===== config.mk =====
export PLATFORM = sky130hd
export DESIGN_NAME = ica_queue
export DESIGN_NICKNAME = d
export VERILOG_FILES = /design/src/rtl/ica_pkg.sv /design/src/rtl/ica_queue.sv
export SDC_FILE = /design/constraint.sdc
export NUM_CORES = 1
export LEC_CHECK = 0
export ABC_AREA = 1
export BUFFER_PORTS_ARGS = -buffer_cell sky130_fd_sc_hd__buf_2
export CORE_MARGIN = 4
export CORE_UTILIZATION = 56
export DETAILED_ROUTE_END_ITERATION = 10
export HOLD_SLACK_MARGIN = 0.1
export PLACE_DENSITY = 0.95
export SLEW_MARGIN = 10
export SYNTH_ARGS = -nofsm -noshare
export SYNTH_HDL_FRONTEND = slang
export SYNTH_SLANG_ARGS = --single-unit

===== constraint.sdc =====
create_clock -name clk -period 18.24 [get_ports clk]
set_clock_uncertainty 0.2 [all_clocks]
set_input_delay 0 -clock clk [delete_from_list [all_inputs] [get_ports clk]]
set_output_delay 0 -clock clk [all_outputs]
set_load 0.02 [all_outputs]

===== src/rtl/ica_pkg.sv =====
`timescale 1ns / 1ps
`default_nettype none
// ----------------------------------------------------------------------------
// ica_pkg
// Shared widths, operator codes, status codes and item types of the calculator
// ----------------------------------------------------------------------------
package ica_pkg;

	localparam int unsigned DATA_WIDTH  = 32;
	localparam int unsigned CMD_WIDTH   = 8;
	localparam int unsigned ST_WIDTH    = 2;
	localparam int unsigned QUEUE_DEPTH = 2;
	localparam int unsigned QPTR_WIDTH  = $clog2(QUEUE_DEPTH);
	localparam int unsigned QCNT_WIDTH  = $clog2(QUEUE_DEPTH + 1);

	// ascii operator bytes
	localparam logic [CMD_WIDTH-1:0] OP_ADD = 8'd43;
	localparam logic [CMD_WIDTH-1:0] OP_SUB = 8'd45;
	localparam logic [CMD_WIDTH-1:0] OP_MUL = 8'd42;
	localparam logic [CMD_WIDTH-1:0] OP_DIV = 8'd47;
	localparam logic [CMD_WIDTH-1:0] OP_MOD = 8'd37;

	// result status codes
	localparam logic [ST_WIDTH-1:0] ST_OK      = 2'd0;
	localparam logic [ST_WIDTH-1:0] ST_DIVZERO = 2'd1;
	localparam logic [ST_WIDTH-1:0] ST_UNKNOWN = 2'd2;

	typedef enum logic [2:0] {
		K_ADD,
		K_SUB,
		K_MUL,
		K_DIV,
		K_MOD,
		K_BAD
	} kind_t;

	// classified operation as it waits in the queue
	typedef struct packed {
		kind_t                 kind;
		logic                  na;
		logic                  nb;
		logic                  dz;
		logic [DATA_WIDTH-1:0] a;
		logic [DATA_WIDTH-1:0] b;
		logic [DATA_WIDTH-1:0] ua;
		logic [DATA_WIDTH-1:0] ub;
	} item_t;

endpackage
`default_nettype wire


===== src/rtl/ica_queue.sv =====
`timescale 1ns / 1ps
`default_nettype none
// ----------------------------------------------------------------------------
// ica_queue
// Short register queue between decode and execute
// ----------------------------------------------------------------------------
module ica_queue (
	input  logic           clk,
	input  logic           arst_n,
	input  logic           wr_valid,
	output logic           wr_ready,
	input  ica_pkg::item_t wr_item,
	output logic           rd_valid,
	input  logic           rd_ready,
	output ica_pkg::item_t rd_item
);

	ica_pkg::item_t                 mem_q [ica_pkg::QUEUE_DEPTH];
	logic [ica_pkg::QPTR_WIDTH-1:0] wr_ptr_q;
	logic [ica_pkg::QPTR_WIDTH-1:0] rd_ptr_q;
	logic [ica_pkg::QCNT_WIDTH-1:0] cnt_q;
	logic                           do_wr;
	logic                           do_rd;

	assign wr_ready = (cnt_q != ica_pkg::QCNT_WIDTH'(ica_pkg::QUEUE_DEPTH));
	assign rd_valid = (cnt_q != '0);
	assign rd_item  = mem_q[rd_ptr_q];
	assign do_wr    = wr_valid && wr_ready;
	assign do_rd    = rd_valid && rd_ready;

	// entry storage
	always_ff @(posedge clk) begin
		if (do_wr) begin
			mem_q[wr_ptr_q] <= wr_item;
		end
	end

	// pointers and fill count
	always_ff @(posedge clk or negedge arst_n) begin
		if (!arst_n) begin
			wr_ptr_q <= '0;
			rd_ptr_q <= '0;
			cnt_q    <= '0;
		end else begin
			if (do_wr) begin
				wr_ptr_q <= (wr_ptr_q == ica_pkg::QPTR_WIDTH'(ica_pkg::QUEUE_DEPTH - 1)) ?
					'0 : wr_ptr_q + 1'b1;
			end
			if (do_rd) begin
				rd_ptr_q <= (rd_ptr_q == ica_pkg::QPTR_WIDTH'(ica_pkg::QUEUE_DEPTH - 1)) ?
					'0 : rd_ptr_q + 1'b1;
			end
			if (do_wr && !do_rd) begin
				cnt_q <= cnt_q + 1'b1;
			end else if (do_rd && !do_wr) begin
				cnt_q <= cnt_q - 1'b1;
			end
		end
	end

	// fill count never passes the depth
	a_cnt_bound: assert property (@(posedge clk) disable iff (!arst_n)
		cnt_q <= ica_pkg::QCNT_WIDTH'(ica_pkg::QUEUE_DEPTH))
		else $error("queue fill count out of range");

endmodule
`default_nettype wire


==> results of run 1 <==
-- synth_stat cells (all sizes together) --
cell | n | area share (%)
dfrtp | 4 | 1.0
ha | 1 | 0.13
nand3 | 2 | 0.10
nand4 | 1 | 0.063
inv | 7 | 0.29
buf | 29 | 1.9
edfxtp | 268 | 81
xor2 | 1 | 0.088
nor2 | 2 | 0.075
xnor2 | 1 | 0.088
nand2 | 412 | 16
-- through the flow --
stage | std cells | instance area (µm²)
after detailed placement | 1203 | 11500
after global placement | 1203 | 11500
after floorplan | 728 | 9970
-- logic make-up after synthesis --
| kind of cell | Yosys count | share of synthesized area (%) |
|---|---|---|
| xor gates and xnor gates | 2 | 0.176 |
| adders and majority gates | 1 | 0.125 |
| DFF | 272 | 81.7 |
| buffers and inverters | 36 | 2.21 |
| and+or+nand+nor | 417 | 15.8 |
==> qor.txt, run 1 <==
Run status - stopped before the end
Halt Stage - clock tree synthesis (4_1_cts)
First Error - [ERROR RSZ-0060] Max buffer count reached.
CTS max path bufs - 3
Sequential element share of the synthesized area - 81.7%
Initial Util - 57.4%
Syn avg cell area - 13.7 µm²
DIE HEIGHT - 141 µm
Yosys cell types - 14
Post-CTS resize count - 0
Setup Fix Bufs, Post-CTS - 0
Total CTS buffers - 25
Ys Warns - 0
Synth Net Count - 867
Ports - 274
Synthesized cell area - 9970 µm²
Port Buffers - 273
Post-Syn Instances - 728
Final weighted congestion in routability-driven placement - 0.801
Detailed Place HPWL - 14.7 mm
Root Driver - clkbuf_16
Row count - 48
Hold Buf Count CTS - 250
CTS HTree Levels - 1
Dpl ws - 15.41 ns
Synthesized flop and latch total - 272
Clock sinks - 272
Die width - 141 µm
==> run 2: changes to the inputs <==
Settings changed: CORE_UTILIZATION 56 to 40, HOLD_SLACK_MARGIN 0.1 to default, PLACE_DENSITY 0.95 to default, PLACE_DENSITY_LB_ADDON from default to 0.15.
==> run 2 against run 1 <==
Net effect:
- the flow now finishes without violations
- synthesized area unchanged
- synthesized cell count stayed put
==> qor.txt, run 2 <==
Layout cells sized above 1 - 25.6%
Fin crit period - 3.34 ns
Hold Fails Final Rpt - 0
CP Capture Type - primary output
Max reg flops - 268
First-pass GRT wire length - 37.7 mm
Yosys cell types - 14 (unchanged)
Area leader, netlist - edfxtp_1
Initial DRC count - 326
Ranking of synthesized cells by area - edfxtp_1 81%, nand2_1 16%, buf_2 1.1%
Commonest non-fill, non-tap cell in the layout - nand2_1
Final setup fails - 0
Arrival @ worst endpoint - 3.14 ns
Fmax - 299 MHz
Worst slew margin - 27.3%
EDFF count, synth - 268 (unchanged)
Worst-margin pin slew - 1.09 ns
Antenna Violating Nets Remaining - 0
Post-Place Cell Area - 11600 µm² (+1.1%)
Via count - 7023
CTS tree - done
CTS max path bufs - 3 (unchanged)
Total Routed Length - 23.8 mm
Port Buffers - 273 (unchanged)
Total congestion overflow - 0
Synthesized flop and latch total - 272 (unchanged)
Fillers - 1950
Final weighted congestion in routability-driven placement - 0.752 (-6.1%)
Pwr dens - 151 nW/µm²
Synth Net Count - 867 (unchanged)
Setup TNS - 0 ns
NumNets Final - 1378
VDD IR max - 0.119 mV
WHS - 0.0219 ns
Ports - 274 (unchanged)
Ys async rst share - 1.47% (unchanged)
P_leak - 6.33 nW
Setup Fix Bufs, Post-CTS - 0 (unchanged)
Post-Syn Instances - 728 (unchanged)
DRC viols - 0
CP startpoint kind - register
Clock latency on the worst-skew pair - 0.52 ns
Syn avg cell area - 13.7 µm² (unchanged)
Min-delay src - wr_item[129]
Final instance area - 14800 µm²
CTS HTree Levels - 1 (unchanged)
Die ar. - 27500 µm²
Pre-Repair DR Iteration Count - 5
Crit Path Max Fanout - 69
Clock sinks - 272 (unchanged)
RSZ-0062 raised after global routing - no
Core Area - 24400 µm²
Biggest regs - mem_q (268), cnt_q (2)
Largest net degree at the start of global routing - 79
Fin crit share - 18.3%
DIE HEIGHT - 166 µm (+17%)
Total of max-cap violations - 0
Util after Layout - 60.7%
Top cells by count, synth - 412 x nand2_1, 268 x edfxtp_1, 21 x buf_2
Count leader, synth - nand2_1
Ys Warns - 0 (unchanged)
GRT Resource Usage Total - 16.7%
Synthesized cell area - 9970 µm² (unchanged)
Largest reg by FF count - mem_q
Wire per inst - 15.0 µm
Worst EP required - 18.04 ns
Row count - 57 (+19%)
CP startpoint - rd_ptr_q
Hold Crit Class - input port to register
Initial antenna violation count - 2
Most frequent cells in the layout - 412 x nand2_1, 273 x buf_2, 268 x edfxtp_1
Initial Util - 40.9% (-17 points)
Vias in the first global route - 7124
Post-synth top area share - 80.7% (unchanged)
Run status - complete, no violations
Primary FF master, synth - edfxtp_1
Root Driver - clkbuf_16
Layout area overhead - 48.5%
Detailed Place HPWL - 13.2 mm (-10%)
Post-CTS resize count - 0 (unchanged)
Sequential element share of the synthesized area - 81.7% (unchanged)
Total CTS buffers - 29 (+16%)
Die width - 166 µm (+17%)
Max-slew violations - 0
Reg clk slew, reported paths - 0.06 ns
Worst Path Class, Setup - register to primary output
Origin of the critical flop-to-flop path - cnt_q[0]
Vias per Instance - 4.43
## run 2: worst paths after layout
check | to | slack, ns | depth (start not counted)
max in group asynchronous | rd_ptr_q | 17.43 | 3
min | mem_q[0][129] | 0.02 | 2
max reg2reg | mem_q[0][44] | 15.17 | 6
max | rd_item[120] | 14.90 | 5
min reg2reg | cnt_q[1] | 0.30 | 2
min in group asynchronous | wr_ptr_q | 0.21 | 3
## run 2: what timing repair did
action	CTS	global route
hold buffers	229	1
hold endpoints to repair	276	2
endpoints found under the setup margin	0	0
## run 2: critical path, cell delays in order (launching register included)
cell and delay [ns]:
dfrtp_4 0.75, inv_4 0.64, buf_4 0.73, nand2_1 0.11, nand2_1 0.14, buf_2 0.18
## run 2: logic make-up after synthesis
group | after synthesis | synth area share [%]
and+or+nand+nor | 417 | 15.8
adders and majority gates | 1 | 0.125
DFF | 272 | 81.7
xor gates and xnor gates | 2 | 0.176
buffers and inverters | 36 | 2.21
## run 2: final cells by class
cell class / count / area [µm²] / area share [%]
flip-flops and latches: 272 / 8150 / 55.1
clock buffers: 41 / 811 / 5.48
inverters: 7 / 28.8 / 0.194
multi-input cells: 420 / 1620 / 10.9
well taps: 324 / 405 / 2.74
repair buffers: 509 / 3710 / 25.1
diodes: 2 / 5.00 / 0.0338
clock inverters: 11 / 73.8 / 0.499
## run 2: per-layer routing
layer	vias to the layer above	wire length, µm	track usage [%]
met2	240	11400	27.9
met5	-	0	0
met4	0	483	4.12
met3	33	1710	4.36
met1	3265	10300	22.0
li1	3485	-	-
## run 2: metrics by stage
step	std cells	power (W)	worst slack, ns
after global placement	1302	0.00167	15.16
after detailed placement	1302	0.00167	15.17
after CTS	1583	0.00226	14.80
after global routing	1586	0.00237	14.60
final	1586	0.00223	14.90
after floorplan	728	0.00143	11.08
## run 2: power by group
| group | internal (W) | total [W] | leakage [nW] | switching, W |
|---|---|---|---|---|
| clock network | 0.000320 | 0.000539 | 0.437 | 0.000219 |
| logic | 0.000230 | 0.000785 | 3.36 | 0.000556 |
| registers | 0.000857 | 0.000907 | 2.54 | 0.0000504 |
Note: power is estimated with default switching activity, not from simulation.
==> run 3: changes to the inputs <==
Clock period 18.24 ns to 3.25 ns, I/O delays scaled along.
==> run 3 against run 2 <==
Net effect:
- total power grew to 5.7 times the previous value
- utilization grew 0.80 points
- sequential power grew to 5.6 times the previous value
- via count grew 0.46%
==> qor.txt, run 3 (synthesis results as in run 2) <==
Worst Path Class, Setup - register to primary output
Most frequent cells in the layout - 410 x nand2_1, 273 x buf_2, 268 x edfxtp_1
Commonest non-fill, non-tap cell in the layout - nand2_1
Via count - 7055 (+0.46%)
Vias in the first global route - 7312 (+2.6%)
Root Driver - clkbuf_16
Initial antenna violation count - 1 (-1)
Row count - 57 (unchanged)
Layout cells sized above 1 - 25.5% (-0.062 points)
Total congestion overflow - 0 (unchanged)
First-pass GRT wire length - 37.4 mm (-0.86%)
Crit Path Max Fanout - 80 (+16%)
Largest net degree at the start of global routing - 81 (+2.5%)
Core Area - 24400 µm² (unchanged)
Total of max-cap violations - 0 (unchanged)
Wire per inst - 14.7 µm (-1.8%)
Setup TNS - 0 ns (unchanged)
DIE HEIGHT - 166 µm (unchanged)
Hold Fails Final Rpt - 0 (unchanged)
Clock latency on the worst-skew pair - 0.52 ns (about the same)
CP startpoint - rd_ptr_q
Vias per Instance - 4.43 (+0.14%)
Die ar. - 27500 µm² (unchanged)
Origin of the critical flop-to-flop path - rd_ptr_q
Max-slew violations - 0 (unchanged)
CTS tree - done
Largest reg by FF count - mem_q
Fmax - 401 MHz
P_leak - 6.40 nW (+1.1%)
Reg clk slew, reported paths - 0.06 ns (about the same)
Total Routed Length - 23.4 mm (-1.5%)
GRT Resource Usage Total - 16.6% (-0.13 points)
Worst EP required - 3.05 ns (-14.99 ns)
VDD IR max - 0.543 mV (+360%)
Layout area overhead - 50.5%
Min-delay src - wr_item[57]
CTS HTree Levels - 1 (unchanged)
Post-CTS resize count - 0 (unchanged)
DRC viols - 0 (unchanged)
Max reg flops - 268 (unchanged)
Pre-Repair DR Iteration Count - 6 (+1)
Ant diodes - 0 (-2)
Total CTS buffers - 28 (-3.4%)
WHS - 0.0101 ns (-0.0118 ns)
Die width - 166 µm (unchanged)
Final setup fails - 0 (unchanged)
CP startpoint kind - register
Initial DRC count - 409 (+25%)
Arrival @ worst endpoint - 2.30 ns (-0.84 ns)
Hold Crit Class - input port to register
RSZ-0062 raised after global routing - no
Fin crit period - 2.50 ns
Pwr dens - 844 nW/µm² (+460%)
NumNets Final - 1386 (+0.58%)
Setup Fix Bufs, Post-CTS - 0 (unchanged)
Ports - 274 (unchanged)
Worst slew margin - 53.7% (+26 points)
Detailed Place HPWL - 13.2 mm (-0.41%)
Run status - complete, no violations
Initial Util - 40.9% (unchanged)
Fin crit share - 76.8%
Port Buffers - 273 (unchanged)
Final weighted congestion in routability-driven placement - 0.735 (-2.3%)
Worst-margin pin slew - 0.694 ns (-0.397 ns)
Biggest regs - mem_q (268), cnt_q (2)
Antenna Violating Nets Remaining - 0 (unchanged)
CTS max path bufs - 3 (unchanged)
Clock sinks - 272 (unchanged)
CP Capture Type - primary output
## run 3: cell count changes in the layout (fill, tap and decap cells not counted), moves of 3 or more
| cell | change |
|---|---|
| buf_12 | +7 |
| buf_4 | -6 |
| clkbuf_8 | -4 |
| clkinv_1 | +3 |
| clkinv_2 | -3 |
| dlygate4sd3_1 | +8 |
## run 3: power by group
part           internal (W)  switching (W)
Combinational       0.00139        0.00312
Sequential          0.00479       0.000287
Clock               0.00186        0.00122
Total               0.00804        0.00463
## run 3: critical path, stage by stage (launching register included)
cell     delay, ns
dfrtp_4       0.84
buf_12        0.40
nand2_1       0.09
nand2_1       0.14
buf_2         0.19
## run 3: layer usage
metal	vias to the layer above	global-route usage, %	share of wire, %
li1	3495	-	-
met1	3312	19.5	41
met2	211	29.5	49
met3	35	5.95	8.7
met4	2	3.05	1.8
met5	-	0	0.055
## run 3: path summary, 6_finish.rpt
kind	to	slack, ns	depth (start not counted)
setup / recovery	rd_item[18]	0.75	4
min in group asynchronous	wr_ptr_q	0.18	3
hold reg to reg	cnt_q[0]	0.31	1
setup reg to reg	rd_ptr_q	1.45	3
max in group asynchronous	rd_ptr_q	2.48	3
hold / removal	mem_q[1][57]	0.01	2
## run 3: final cells by class
| cell class | count | area, µm² |
|---|---|---|
| multi-input cells | 420 | 1630 |
| clock inverters | 15 | 146 |
| clock buffers | 35 | 748 |
| fillers | 1924 | 9390 |
| flip-flops and latches | 272 | 8150 |
| inverters | 7 | 28.8 |
| well taps | 324 | 405 |
| repair buffers | 518 | 3890 |
## run 3: what timing repair did
action | CTS | global route
hold endpoints to repair | 395 | 4
hold buffers | 236 | 2
setup endpoints to repair | 0 | 0
## run 3: per-stage QoR
step	utilization, %	cell area (µm²)	worst slack [ns]	total power, W	instances
floorplan	-	10000	0.00831	0.00792	728
CTS	61.4	15000	0.701	0.0128	1589
detailed placement	48.1	11700	1.28	0.00951	1303
global route	61.5	15000	0.609	0.0134	1591
finish	61.5	15000	0.754	0.0127	1591
global placement	48.1	11700	1.29	0.00947	1303
