===== src/rtl/ica_pkg.sv =====
`timescale 1ns / 1ps
`default_nettype none
// ----------------------------------------------------------------------------
// ica_pkg
// Shared widths, operator codes, status codes and item types of the calculator
// ----------------------------------------------------------------------------
package ica_pkg;

	localparam int unsigned DATA_WIDTH  = 32;
	localparam int unsigned CMD_WIDTH   = 8;
	localparam int unsigned ST_WIDTH    = 2;
	localparam int unsigned QUEUE_DEPTH = 2;
	localparam int unsigned QPTR_WIDTH  = $clog2(QUEUE_DEPTH);
	localparam int unsigned QCNT_WIDTH  = $clog2(QUEUE_DEPTH + 1);

	// ascii operator bytes
	localparam logic [CMD_WIDTH-1:0] OP_ADD = 8'd43;
	localparam logic [CMD_WIDTH-1:0] OP_SUB = 8'd45;
	localparam logic [CMD_WIDTH-1:0] OP_MUL = 8'd42;
	localparam logic [CMD_WIDTH-1:0] OP_DIV = 8'd47;
	localparam logic [CMD_WIDTH-1:0] OP_MOD = 8'd37;

	// result status codes
	localparam logic [ST_WIDTH-1:0] ST_OK      = 2'd0;
	localparam logic [ST_WIDTH-1:0] ST_DIVZERO = 2'd1;
	localparam logic [ST_WIDTH-1:0] ST_UNKNOWN = 2'd2;

	typedef enum logic [2:0] {
		K_ADD,
		K_SUB,
		K_MUL,
		K_DIV,
		K_MOD,
		K_BAD
	} kind_t;

	// classified operation as it waits in the queue
	typedef struct packed {
		kind_t                 kind;
		logic                  na;
		logic                  nb;
		logic                  dz;
		logic [DATA_WIDTH-1:0] a;
		logic [DATA_WIDTH-1:0] b;
		logic [DATA_WIDTH-1:0] ua;
		logic [DATA_WIDTH-1:0] ub;
	} item_t;

endpackage
`default_nettype wire


===== src/rtl/ica_if.sv =====
`timescale 1ns / 1ps
`default_nettype none
// ----------------------------------------------------------------------------
// ica_if
// Request and response channels of the calculator, valid/ready handshake
// ----------------------------------------------------------------------------
interface ica_req_if;
	logic                                 valid;
	logic                                 ready;
	logic [ica_pkg::CMD_WIDTH-1:0]        command;
	logic signed [ica_pkg::DATA_WIDTH-1:0] left_operand;
	logic signed [ica_pkg::DATA_WIDTH-1:0] right_operand;

	modport source (output valid, command, left_operand, right_operand, input ready);
	modport sink   (input valid, command, left_operand, right_operand, output ready);
endinterface

`default_nettype wire


===== src/rtl/ica_front.sv =====
`timescale 1ns / 1ps
`default_nettype none
// ----------------------------------------------------------------------------
// ica_front
// Accepts request beats, decodes the operator and prepares signs and magnitudes
// ----------------------------------------------------------------------------
module ica_front (
	ica_req_if.sink            req,
	output logic               wr_valid,
	input  logic               wr_ready,
	output ica_pkg::item_t     wr_item
);

	logic [ica_pkg::DATA_WIDTH-1:0] a;
	logic [ica_pkg::DATA_WIDTH-1:0] b;

	assign a = req.left_operand;
	assign b = req.right_operand;

	// handshake passes straight to the queue
	assign wr_valid  = req.valid;
	assign req.ready = wr_ready;

	// operator decode and operand preparation
	always_comb begin
		wr_item.a  = a;
		wr_item.b  = b;
		wr_item.na = a[ica_pkg::DATA_WIDTH-1];
		wr_item.nb = b[ica_pkg::DATA_WIDTH-1];
		wr_item.ua = a[ica_pkg::DATA_WIDTH-1] ? (~a + 1'b1) : a;
		wr_item.ub = b[ica_pkg::DATA_WIDTH-1] ? (~b + 1'b1) : b;
		wr_item.dz = (b == '0);
		unique case (req.command)
			ica_pkg::OP_ADD: wr_item.kind = ica_pkg::K_ADD;
			ica_pkg::OP_SUB: wr_item.kind = ica_pkg::K_SUB;
			ica_pkg::OP_MUL: wr_item.kind = ica_pkg::K_MUL;
			ica_pkg::OP_DIV: wr_item.kind = ica_pkg::K_DIV;
			ica_pkg::OP_MOD: wr_item.kind = ica_pkg::K_MOD;
			default:         wr_item.kind = ica_pkg::K_BAD;
		endcase
	end

endmodule
`default_nettype wire


===== src/flat_wrapper.sv =====
// flat-port wrapper written by rule: the top's interface ports become plain ports
module ica_front_flat 
  (wr_valid, wr_ready, wr_item, req_valid, req_command, req_left_operand, req_right_operand, req_ready);
  ica_req_if req_i ();
  output logic wr_valid;
  input  logic wr_ready;
  output ica_pkg::item_t wr_item;
  input wire logic [$bits(req_i.valid)-1:0] req_valid;
  input wire logic [$bits(req_i.command)-1:0] req_command;
  input wire logic [$bits(req_i.left_operand)-1:0] req_left_operand;
  input wire logic [$bits(req_i.right_operand)-1:0] req_right_operand;
  output wire logic [$bits(req_i.ready)-1:0] req_ready;
  assign req_i.valid = req_valid;
  assign req_i.command = req_command;
  assign req_i.left_operand = req_left_operand;
  assign req_i.right_operand = req_right_operand;
  assign req_ready = req_i.ready;
  ica_front u_core (.req(req_i), .wr_valid(wr_valid), .wr_ready(wr_ready), .wr_item(wr_item));
endmodule

===== config.mk =====
export PLATFORM = sky130hd
export DESIGN_NAME = ica_front_flat
export DESIGN_NICKNAME = d
export VERILOG_FILES = /design/src/rtl/ica_pkg.sv /design/src/rtl/ica_if.sv /design/src/rtl/ica_front.sv /design/src/flat_wrapper.sv
export SDC_FILE = /design/constraint.sdc
export NUM_CORES = 1
export LEC_CHECK = 0
export ABC_AREA = 1
export BUFFER_PORTS_ARGS = -buffer_cell sky130_fd_sc_hd__buf_2
export CORE_MARGIN = 1
export CORE_UTILIZATION = 33
export DETAILED_ROUTE_END_ITERATION = 10
export PLACE_DENSITY = 0.79
export SLEW_MARGIN = 20
export SYNTH_ARGS = -nofsm -noshare
export SYNTH_HDL_FRONTEND = slang
export SYNTH_SLANG_ARGS = --single-unit
export TNS_END_PERCENT = 50

===== constraint.sdc =====
create_clock -name vclk -period 2.11
set_input_delay 0.1055 -clock vclk [all_inputs]
set_output_delay 0.1055 -clock vclk [all_outputs]
set_load 0.03 [all_outputs]

==> results of run 1 <==
[power breakdown]
part           internal [uW]  leakage (uW)  total, uW  switching [uW]
logic                    280       0.00193        970             690
clock network              0             0          0               0
registers                  0             0          0               0
[final cells by class]
cell class / count / area (um^2) / share of cell area, %
well taps: 102 / 128 / 3.96
repair buffers: 208 / 1050 / 32.4
inverters: 55 / 206 / 6.40
multi-input cells: 403 / 1840 / 57.2
[cells by family after synthesis]
logic type | count (synthesis) | synth area share, %
AND/OR/NAND/NOR | 350 | 55.3
buffers and inverters | 132 | 29.5
XOR/XNOR | 30 | 10.0
AO/OA/AOI/OAI | 21 | 4.21
adder cells (fa/ha/maj) | 2 | 0.956
[path summary, 6_finish.rpt]
check | to | cells after the start | slack (ns) | from
setup / recovery | wr_item[48] | 9 | 0.62 | req_left_operand[0]
hold / removal | req_ready | 0 | 0.21 | wr_ready
[per-stage QoR]
stage                     instance area, um^2  hold WS (ns)  utilization [%]
after floorplan                          2620         0.343                -
after global placement                   3220         0.211             41.9
after detailed placement                 3220         0.211             41.9
after CTS                                3220         0.211             41.9
after global routing                     3220         0.211             41.9
final                                    3220         0.211             41.9
[per-layer routing]
metal / track usage (%) / share of wire (%)
met3: 0.838 / 8.3
met4: 2.25 / 0.65
met2: 35.4 / 49
met1: 22.2 / 42
met5: 0 / 0
[worst max-delay path: cells and delay by family]
family	cells	cell delay [ns]
and+or+nand+nor	4	0.55
buffers and inverters	3	0.40
adders and majority gates	1	0.16
xor gates and xnor gates	1	0.17
[cell usage after synthesis]
| library cell | number | area (um^2) |
|---|---|---|
| sky130_fd_sc_hd__xnor2_1 | 20 | 175 |
| sky130_fd_sc_hd__buf_4 | 72 | 541 |
| sky130_fd_sc_hd__nor2_4 | 4 | 45.0 |
| sky130_fd_sc_hd__ha_1 | 2 | 25.0 |
| sky130_fd_sc_hd__a21oi_1 | 1 | 5.00 |
| sky130_fd_sc_hd__o22ai_1 | 1 | 6.26 |
| sky130_fd_sc_hd__inv_1 | 55 | 206 |
| sky130_fd_sc_hd__nand3b_1 | 1 | 7.51 |
| sky130_fd_sc_hd__buf_2 | 5 | 25.0 |
| sky130_fd_sc_hd__o21ai_2 | 1 | 8.76 |
| sky130_fd_sc_hd__nor2_1 | 96 | 360 |
| sky130_fd_sc_hd__nand3_1 | 40 | 200 |
| sky130_fd_sc_hd__nand2_2 | 6 | 37.5 |
| sky130_fd_sc_hd__xor2_1 | 10 | 87.6 |
| sky130_fd_sc_hd__nor2_2 | 8 | 50.1 |
| sky130_fd_sc_hd__nand4_1 | 2 | 12.5 |
| sky130_fd_sc_hd__nor3_1 | 2 | 10.0 |
| sky130_fd_sc_hd__o21ai_0 | 17 | 85.1 |
| sky130_fd_sc_hd__nor3_2 | 1 | 10.0 |
| sky130_fd_sc_hd__o21ai_1 | 1 | 5.00 |
| sky130_fd_sc_hd__nand2_1 | 190 | 713 |
[placed cells by master (no fill, tap or decap), drive strengths merged, types with 2 or more instances in the layout]
| cell type | Yosys | layout |
|---|---|---|
| inv | 55 | 55 |
| xnor2 | 20 | 20 |
| nor3 | 3 | 3 |
| ha | 2 | 2 |
| xor2 | 10 | 10 |
| nor2 | 108 | 108 |
| nand2 | 196 | 196 |
| buf | 77 | 208 |
| nand4 | 2 | 2 |
| o21ai | 19 | 19 |
| nand3 | 40 | 40 |
==> run summary, run 1 <==
The overall power of the completed layout came out at 970 uW. The congestion estimate from routability-driven global placement came to 0.970. The number of antenna violations at the first check in global routing is 0. The global router's overall resource usage came out at 18.1%.

The die extent in x is 91.0 um. In this run the worst hold path is classified as in -> out. The count of buffers inserted at the top-level ports came out at 206.

The number of nets in the layout came out at 744. The global route total overflow is 0. After detailed placement, the design holds a cell count of 768.

STA classifies the critical path endpoint as a primary output. The die outline area is 0.00829 mm^2. The leakage power figure came out at 0.00193 uW. The number of warnings reported in the yosys synthesis log is 0. The final critical-path share of the clock period came out at 70.8%. The synthesized area per cell is 4.89 um^2. The number of pins exceeding their max-slew limit in the final report came out at 0. The site row count came out at 32.

The cell count after synthesis is 535. The post-route netlist has 34.2% of its cells at a drive strength greater than 1. The largest net degree at the start of global routing came out at 31. The kind of launch point of the worst setup path is an input pin. The final setup slack of the worst path is 0.617 ns. The final instance count without filler cells is 768.

The flow ran to the end, and the final reports show no timing, DRC or antenna violations. The pre-CTS setup slack is 0.624 ns. Setup repair after global routing left no endpoint under its margin.

The data arrival time of the critical path is 1.39 ns. The sequential fraction of the synthesis area is 0%. The number of setup buffers added after CTS came out at 0.

The number of antenna diodes in the final layout is 0. The distinct cell type count after synthesis came out at 21. 210 I/O pins were placed. The detail-routed via count per cell came out at 4.47. Across the whole layout, storage elements account for 0 um^2.

The minimum period implied by the final worst setup slack is 1.49 ns. For this run, design rule violations remaining after detail routing come to 0. The relative slew slack is 75.2%. The count of clock buffers in the final design is 0. The final sequential cell count is 0. The setup total negative slack is 0 ns. The total wire length after detailed routing came out at 7790 um.

The number of vias in the routed layout came out at 3431. The maximum single-stage delay on the critical path came out at 0.22 ns. The max-capacitance violation count came out at 0.

The worst supply voltage drop on vdd is 0.180 mV. After detailed routing, the average wire length per cell comes to 10.1 um. In this run the worst path has a maximum fanout of 5. The count of antenna-violating nets left after detailed routing is 0. Traced cell by cell, the critical path runs through buf_2, inv_1, ha_1, nand2_1, nor2_2, nand2_1, nand2_2, xor2_1, buf_2. The number of filler cells placed in the layout is 880. The height of the die came out at 91.0 um. On the critical path, the stage with the largest delay is an instance of sky130_fd_sc_hd__buf_2.

The required time of the critical path is 2.00 ns. The first global-routing pass estimated 12900 um of wire. After the first detailed-routing iteration, the DRC count stood at 148. The post-synth design cell area is 0.00262 mm^2. Compared with the post-synthesis result, the final layout area differs by 23.2%. The number of gates resized after cts is 0. The category of the critical setup timing path is in -> out.

The initial utilization of the core area, before any placement, comes to 34.0%. Summed over all nets, the half-perimeter wirelength after detailed placement is 6880 um. The final-report setup violation count is 0. The maximum frequency from static timing analysis is 670 MHz.

The power per cell area is 301 mW/mm^2. The synthesized net count came out at 611. The placeable core region came out at 0.00769 mm^2. The via count of the first global-routing pass is 2958. The measured slew at the worst slew-check pin came out at 0.372 ns. The number of iterations in the first detailed-routing pass came out at 5. The final-report hold violation count came to 0. The count of hold-fix buffers inserted at cts came out at 0.
Power figures use the tool's default switching activity.
==> run 2, diff against run 1 <==
--- a/config.mk
+++ b/config.mk
@@ -5,12 +5,12 @@
 export SDC_FILE = /design/constraint.sdc
 export NUM_CORES = 1
 export LEC_CHECK = 0
-export ABC_AREA = 1
+export ABC_AREA = 0
 export BUFFER_PORTS_ARGS = -buffer_cell sky130_fd_sc_hd__buf_2
-export CORE_MARGIN = 1
-export CORE_UTILIZATION = 33
+export CORE_AREA = 2 2 80 82
 export DETAILED_ROUTE_END_ITERATION = 10
-export PLACE_DENSITY = 0.79
+export DIE_AREA = 0 0 82 84
+export PLACE_DENSITY = 0.86
 export SLEW_MARGIN = 20
 export SYNTH_ARGS = -nofsm -noshare
 export SYNTH_HDL_FRONTEND = slang
==> constraint.sdc (replaced) <==
create_clock -name vclk -period 1.45
set_input_delay 0.0725 -clock vclk [all_inputs]
set_output_delay 0.0725 -clock vclk [all_outputs]
set_load 0.03 [all_outputs]
==> run 2 against run 1 <==
  * The run now ends with negative setup slack left
  * Global-route usage rose by 13 points
  * Critical path type unchanged
  * Synthesized area fell by 26%
  * Hold slack got worse by 0.066 ns
  * Synthesized cell count fell by 47%
  * Final cell count fell by 21%
  * Setup slack got worse by 1.2 ns
  * Largest cell class is now non-clock buffers
  * Design area rose by 47%
==> run summary, run 2 <==
IR analysis of the VDD net gives a maximum drop of 0.360 mV. The synthesized design spends more area on one cell type than any other, namely sky130_fd_sc_hd__buf_4. Counting instances in the post-synthesis netlist gives the leading cell types as 70 x sky130_fd_sc_hd__buf_4, 59 x sky130_fd_sc_hd__xnor2_1, 26 x sky130_fd_sc_hd__nand2_1, 20 x sky130_fd_sc_hd__o31ai_1, 16 x sky130_fd_sc_hd__o21ai_0.

Setup repair after global routing could not meet its margin everywhere. The number of warnings reported in the yosys synthesis log came out at 0. The number of iterations in the first detailed-routing pass is 5. The residual DRC count is 0. The share of synthesized area in the top cell type comes to 27.0%. The flow ran to the end, but the final reports show violations. The post-synth design cell area is 0.00194 mm^2.

The maximum single-stage delay on the critical path came out at 0.56 ns. The leakage power figure is 0.00229 uW. Measured along the y axis, the die boundary spans 84 um. The count of buffers inserted at the top-level ports came out at 206. The sum of buffers and inverters on the critical path came out at 2. The final critical-path share of the clock period came out at 138%. The average instance in the mapped netlist occupies 6.89 um^2.

The repair_antennas step left the layout with diodes totalling 0. The data arrival time of the critical path is 1.92 ns. The kind of end point of the critical path is a primary output. The initial cell density of the core came out at 31.9%.

The detail-routed via count per cell came out at 5.62. The number of nets in the layout came out at 610. The worst setup path is launched from an input pin. In this run the remaining antenna-violating nets after routing total 0. The critical path goes through buf_8, or4_4, or3_4, or4_4, nor3b_4, buf_6. The critical path in this run is classified as in -> out.

The cell repeated most along the worst path is sky130_fd_sc_hd__or4_4. Leaving out fill and tap cells, the most frequent cell in the layout is sky130_fd_sc_hd__buf_2. The global router's overall resource usage came out at 31.0%.

Counting distinct cell types in the post-synthesis netlist gives 25. The detailed router placed 3420 vias in this run. The library cells used most frequently in the layout, excluding fill and tap cells, are 145 x sky130_fd_sc_hd__buf_2, 124 x sky130_fd_sc_hd__buf_4, 46 x sky130_fd_sc_hd__buf_6. The via count of the first global-routing pass came out at 3333. The largest net degree at the start of global routing is 30. Sorting the synthesized cells by area gives the leading types as sky130_fd_sc_hd__buf_4 27%, sky130_fd_sc_hd__xnor2_1 27%, sky130_fd_sc_hd__o31ai_1 7.7%. The number of antenna violations at the first check in global routing is 0. The share of the Yosys chip area taken by registers is 0%.

The path type of the worst min-delay path is in -> out. The final-report hold violation count was 0. At the worst endpoint, the required time is 1.38 ns. The final reports fail on negative setup slack. The site row count came out at 29. Clock buffers in the final layout number 0. The total wire length after detailed routing came out at 12900 um.

The final instance count without filler cells came out at 609. The number of primary I/O pins came out at 210. The cell family contributing the most delay on the critical path is simple AND/OR/NAND/NOR gates. The measured slew at the worst slew-check pin came out at 0.546 ns.

The final sequential cell count is 0. The final worst hold slack came out at 0.145 ns. The DRC marker count from the first detailed-route iteration is 162. The highest net fanout along the worst path is 2.

In the post-synthesis netlist, the cell with the most instances is sky130_fd_sc_hd__buf_4. The first-pass GRT wire length came out at 16900 um. Relative to the synthesized area, the layout overhead comes to 143%. Routability-driven placement finished with a final weighted congestion of 0.906.

The number of pins exceeding their max-slew limit in the final report is 0. The detailed-route wire length per cell is 21.2 um. The post-layout utilization of the core came out at 77.5%.

The HPWL after detailed placement is 7110 um. The register cell area after layout came out at 0 um^2. The final setup slack of the worst path came out at -0.547 ns. Setup violations remaining at the end of the flow were counted as 44. The global route total overflow came out at 0. The max-capacitance violation count came out at 0. The setup total negative slack came out at -8.27 ns. The layout cell share with drive strength beyond 1 is 81.2%. The cell with the largest stage delay on the worst path is sky130_fd_sc_hd__or4_4. The maximum frequency from static timing analysis came out at 501 MHz. The synthesized net count is 358. The power per cell area came out at 424 mW/mm^2. The cell count after synthesis is 282. The placed cell count is 588.

The pre-CTS setup slack is -0.583 ns. The relative slew slack is 63.6%. The region available for standard cell placement spans 0.00610 mm^2.

The floorplan step set the die width to 82 um. The die outline area came out at 0.00689 mm^2. The minimum period implied by the final worst setup slack is 2.00 ns.
-- run 2: cell types whose count changed in the layout (fill, tap and decap cells not counted), moves of 16 or more --
cell,change
sky130_fd_sc_hd__buf_2,-61
sky130_fd_sc_hd__nor2_1,-89
sky130_fd_sc_hd__inv_1,-55
sky130_fd_sc_hd__nand2_1,-172
sky130_fd_sc_hd__buf_6,+46
sky130_fd_sc_hd__nand3_1,-37
sky130_fd_sc_hd__buf_4,+122
sky130_fd_sc_hd__xnor2_1,+23
sky130_fd_sc_hd__xnor2_2,+16
-- run 2: cell type report --
class / count / area [um^2]
fill: 335 / 1370
timing repair buffer: 328 / 2360
multi-input combinational: 200 / 2220
inverter: 4 / 45.0
tap: 77 / 96.3
-- run 2: routing by layer --
layer	part of all wire [%]	GRT usage (%)
met1	32	28.4
met2	53	60.7
met3	7.7	6.60
met4	7.7	15.6
met5	0	0
-- run 2: repair_timing --
item / in CTS / in global routing
resized for setup: 172 / 69
buffers inserted: 6 / 18
setup endpoints to repair: 46 / 61
cloned: 0 / 1
pin swaps: 31 / 36
hold buffers: 0 / 0
hold endpoints to repair: 0 / 0
-- run 2: cells by family after synthesis --
logic type	count (synthesis)	synth area share (%)
AND/OR/NAND/NOR	88	24.0
buffers and inverters	82	29.4
XOR/XNOR	59	26.6
AO/OA/AOI/OAI	50	18.2
adder cells (fa/ha/maj)	2	1.29
multiplexers	1	0.579
-- run 2: final timing paths --
check	start	end	slack, ns	depth (start not counted)
setup / recovery	req_left_operand[26]	wr_item[63]	-0.55	6
hold / removal	wr_ready	req_ready	0.15	0
-- run 2: per-stage QoR --
stage          power [uW]  area (um^2)
2_1_floorplan        1050         2180
6_report             2000         4730
4_1_cts              1810         4330
3_3_place_gp         1550         3510
3_5_place_dp         1590         3510
5_1_grt              2070         4730
-- run 2: power breakdown --
group          switching (uW)  internal, uW
Clock                       0             0
Sequential                  0             0
Combinational            1200           799
==> run 3, diff against run 2 <==
--- a/config.mk
+++ b/config.mk
@@ -5,12 +5,12 @@
 export SDC_FILE = /design/constraint.sdc
 export NUM_CORES = 1
 export LEC_CHECK = 0
-export ABC_AREA = 0
+export ABC_AREA = 1
 export BUFFER_PORTS_ARGS = -buffer_cell sky130_fd_sc_hd__buf_2
-export CORE_AREA = 2 2 80 82
+export CORE_MARGIN = 1
+export CORE_UTILIZATION = 33
 export DETAILED_ROUTE_END_ITERATION = 10
-export DIE_AREA = 0 0 82 84
-export PLACE_DENSITY = 0.86
+export PLACE_DENSITY = 0.79
 export SLEW_MARGIN = 20
 export SYNTH_ARGS = -nofsm -noshare
 export SYNTH_HDL_FRONTEND = slang
==> run 3 against run 2 <==
  * The run now ends clean
  * Critical path depth grew 3
  * Via count is 3.8% higher
  * First-iteration DRC count rose by 7.4%
  * Design area down 30%
  * Final cell count increased by 27%
  * Setup slack better by 0.63 ns
  * Hold slack barely moved
  * Core utilization shrank 35 points
  * Sequential share of layout area stayed put
  * Power is 28% lower
==> run summary, run 3 (synthesis results as in run 1) <==
The run finished with clean final reports. At the pin with the least slew margin, the transition time is 0.360 ns. Global routing used 18.2% of the available tracks. The maximum frequency from static timing analysis is 731 MHz. The detail route stage leaves a number of antenna-violating nets equal to 0. The number of pins exceeding their max-slew limit in the final report came out at 0.

The worst supply voltage drop on vdd is 0.274 mV. The initial utilization of the core area, before any placement, comes to 34.0%. The category of the critical setup timing path is in -> out.

The die covers 0.00829 mm^2. Of the available clock period, the critical path in the final layout requires 94.3%. The register cell area after layout came out at 0 um^2. The placed wire-length estimate after detailed placement is 7020 um. The net switching fraction of the power is 70.5%. Setup violations remaining at the end of the flow were counted as 0. The final sequential cell count came out at 0.

In this run the worst hold path is classified as in -> out. Measured on the finished design, the core utilization comes to 42.9%. Summed over all nets, the switching power comes to 1010 uW. The site row count is 32. The most common cell after layout, fill and taps aside is sky130_fd_sc_hd__buf_2.

The required time of the critical path is 1.38 ns. The final instance count without filler cells came out at 772. The DRC marker count from the first detailed-route iteration is 174. The worst path meets setup with 0.0822 ns of slack. In the final design database the tool counted 748 nets. The power per cell area is 436 mW/mm^2. The final weighted congestion in routability-driven placement came out at 0.976.

The fraction of power consumed by sequential logic is 0%. The detailed-route wire length per cell came out at 10.5 um. The highest net fanout along the worst path came out at 5. The detailed router placed 3550 vias in this run.

Summed over all cells, the static leakage comes to 0.00196 uW. The relative slew slack came out at 76.0%. The via count of the first global-routing pass was 2943. The number of placed instances, taps included, is 771. The final-report hold violation count came out at 0. The largest net degree at the start of global routing came out at 31. The core region is 0.00769 mm^2.

The die extent in x came out at 91.0 um. The detail-routed via count per cell came out at 4.60. For this run, the slowest stage of the critical path takes 0.21 ns. The number of iterations in the first detailed-routing pass is 5. The number of primary I/O pins is 210.

After detailed routing, the total wire length is 8130 um. The die is 91.0 um tall. The count of buffers inserted at the top-level ports is 206. The number of antenna diodes in the final layout is 0. The data arrival time of the critical path is 1.30 ns. The share of total power dissipated in combinational logic is 100.0%. The global route total overflow came out at 0. The worst setup path is captured at a primary output. The clock network burns 0% of the power. Compared with the post-synthesis result, the final layout area differs by 25.9%.

The setup total negative slack came out at 0 ns. The layout cell share with drive strength beyond 1 is 35.4%. The tool flagged a number of max-cap violations equal to 0.

The number of antenna violations at the first check in global routing is 0. Internal power comes to 423 uW. The cell with the largest stage delay on the worst path is sky130_fd_sc_hd__buf_2. In the layout the commonest cells are 203 x sky130_fd_sc_hd__buf_2, 187 x sky130_fd_sc_hd__nand2_1, 96 x sky130_fd_sc_hd__nor2_1. Walking the worst path, the cells encountered are buf_2, inv_1, ha_2, nand2_2, nor2_4, nor2_2, nor2_4, xnor2_1, buf_2. The residual DRC count came out at 0. The number of filler cells placed in the layout came out at 915. The count of clock buffers in the final design came out at 0.

The first global-routing pass estimated 13100 um of wire. The worst setup path is launched from an input pin. The pre-CTS setup slack came out at 0.0554 ns. The routed design could run at a clock period as short as 1.37 ns.
-- run 3: worst max-delay path: cells and delay by family --
kind / cells / cell delay [ns]
simple gates: 4 / 0.52
fa+ha+maj: 1 / 0.20
xor+xnor: 1 / 0.12
buf+inv: 3 / 0.38
-- run 3: through the flow --
| stage | hold slack [ns] | area, um^2 | power, uW |
|---|---|---|---|
| 5_1_grt | 0.145 | 3290 | 1550 |
| 6_report | 0.145 | 3290 | 1440 |
| 3_3_place_gp | 0.145 | 3260 | 1420 |
| 3_5_place_dp | 0.145 | 3260 | 1430 |
| 2_1_floorplan | 0.277 | 2620 | 1080 |
| 4_1_cts | 0.145 | 3260 | 1430 |
-- run 3: path summary, 6_finish.rpt --
kind,start,endpoint,slack [ns],cells after the start
max,req_right_operand[1],wr_item[10],0.08,9
min,wr_ready,req_ready,0.15,0
-- run 3: what timing repair did --
action | in CTS | in global routing
buffers inserted | 0 | 1
resized for setup | 0 | 12
hold buffers | 0 | 0
endpoints found under the hold margin | 0 | 0
setup endpoints to repair | 0 | 21
-- run 3: power by group through the flow --
stage	logic (uW)	clock network [uW]	registers [uW]
6_report	1440	0	0
5_1_grt	1550	0	0
4_1_cts	1430	0	0
3_5_place_dp	1430	0	0
3_3_place_gp	1420	0	0
2_1_floorplan	1080	0	0
-- run 3: layout make-up --
class	instances	area (um^2)	area share (%)
multi-input cells	403	1860	56.6
repair buffers	212	1100	33.3
inverters	55	206	6.27
well taps	102	128	3.87
-- run 3: routing by layer --
layer  wire, um  vias to the layer above  global-route usage [%]
li1           -                     1826                       -
met1       3440                     1520                    23.3
met2       3930                      196                    34.2
met3        687                        8                   0.754
met4         80                        0                    2.78
met5          0                        -                       0
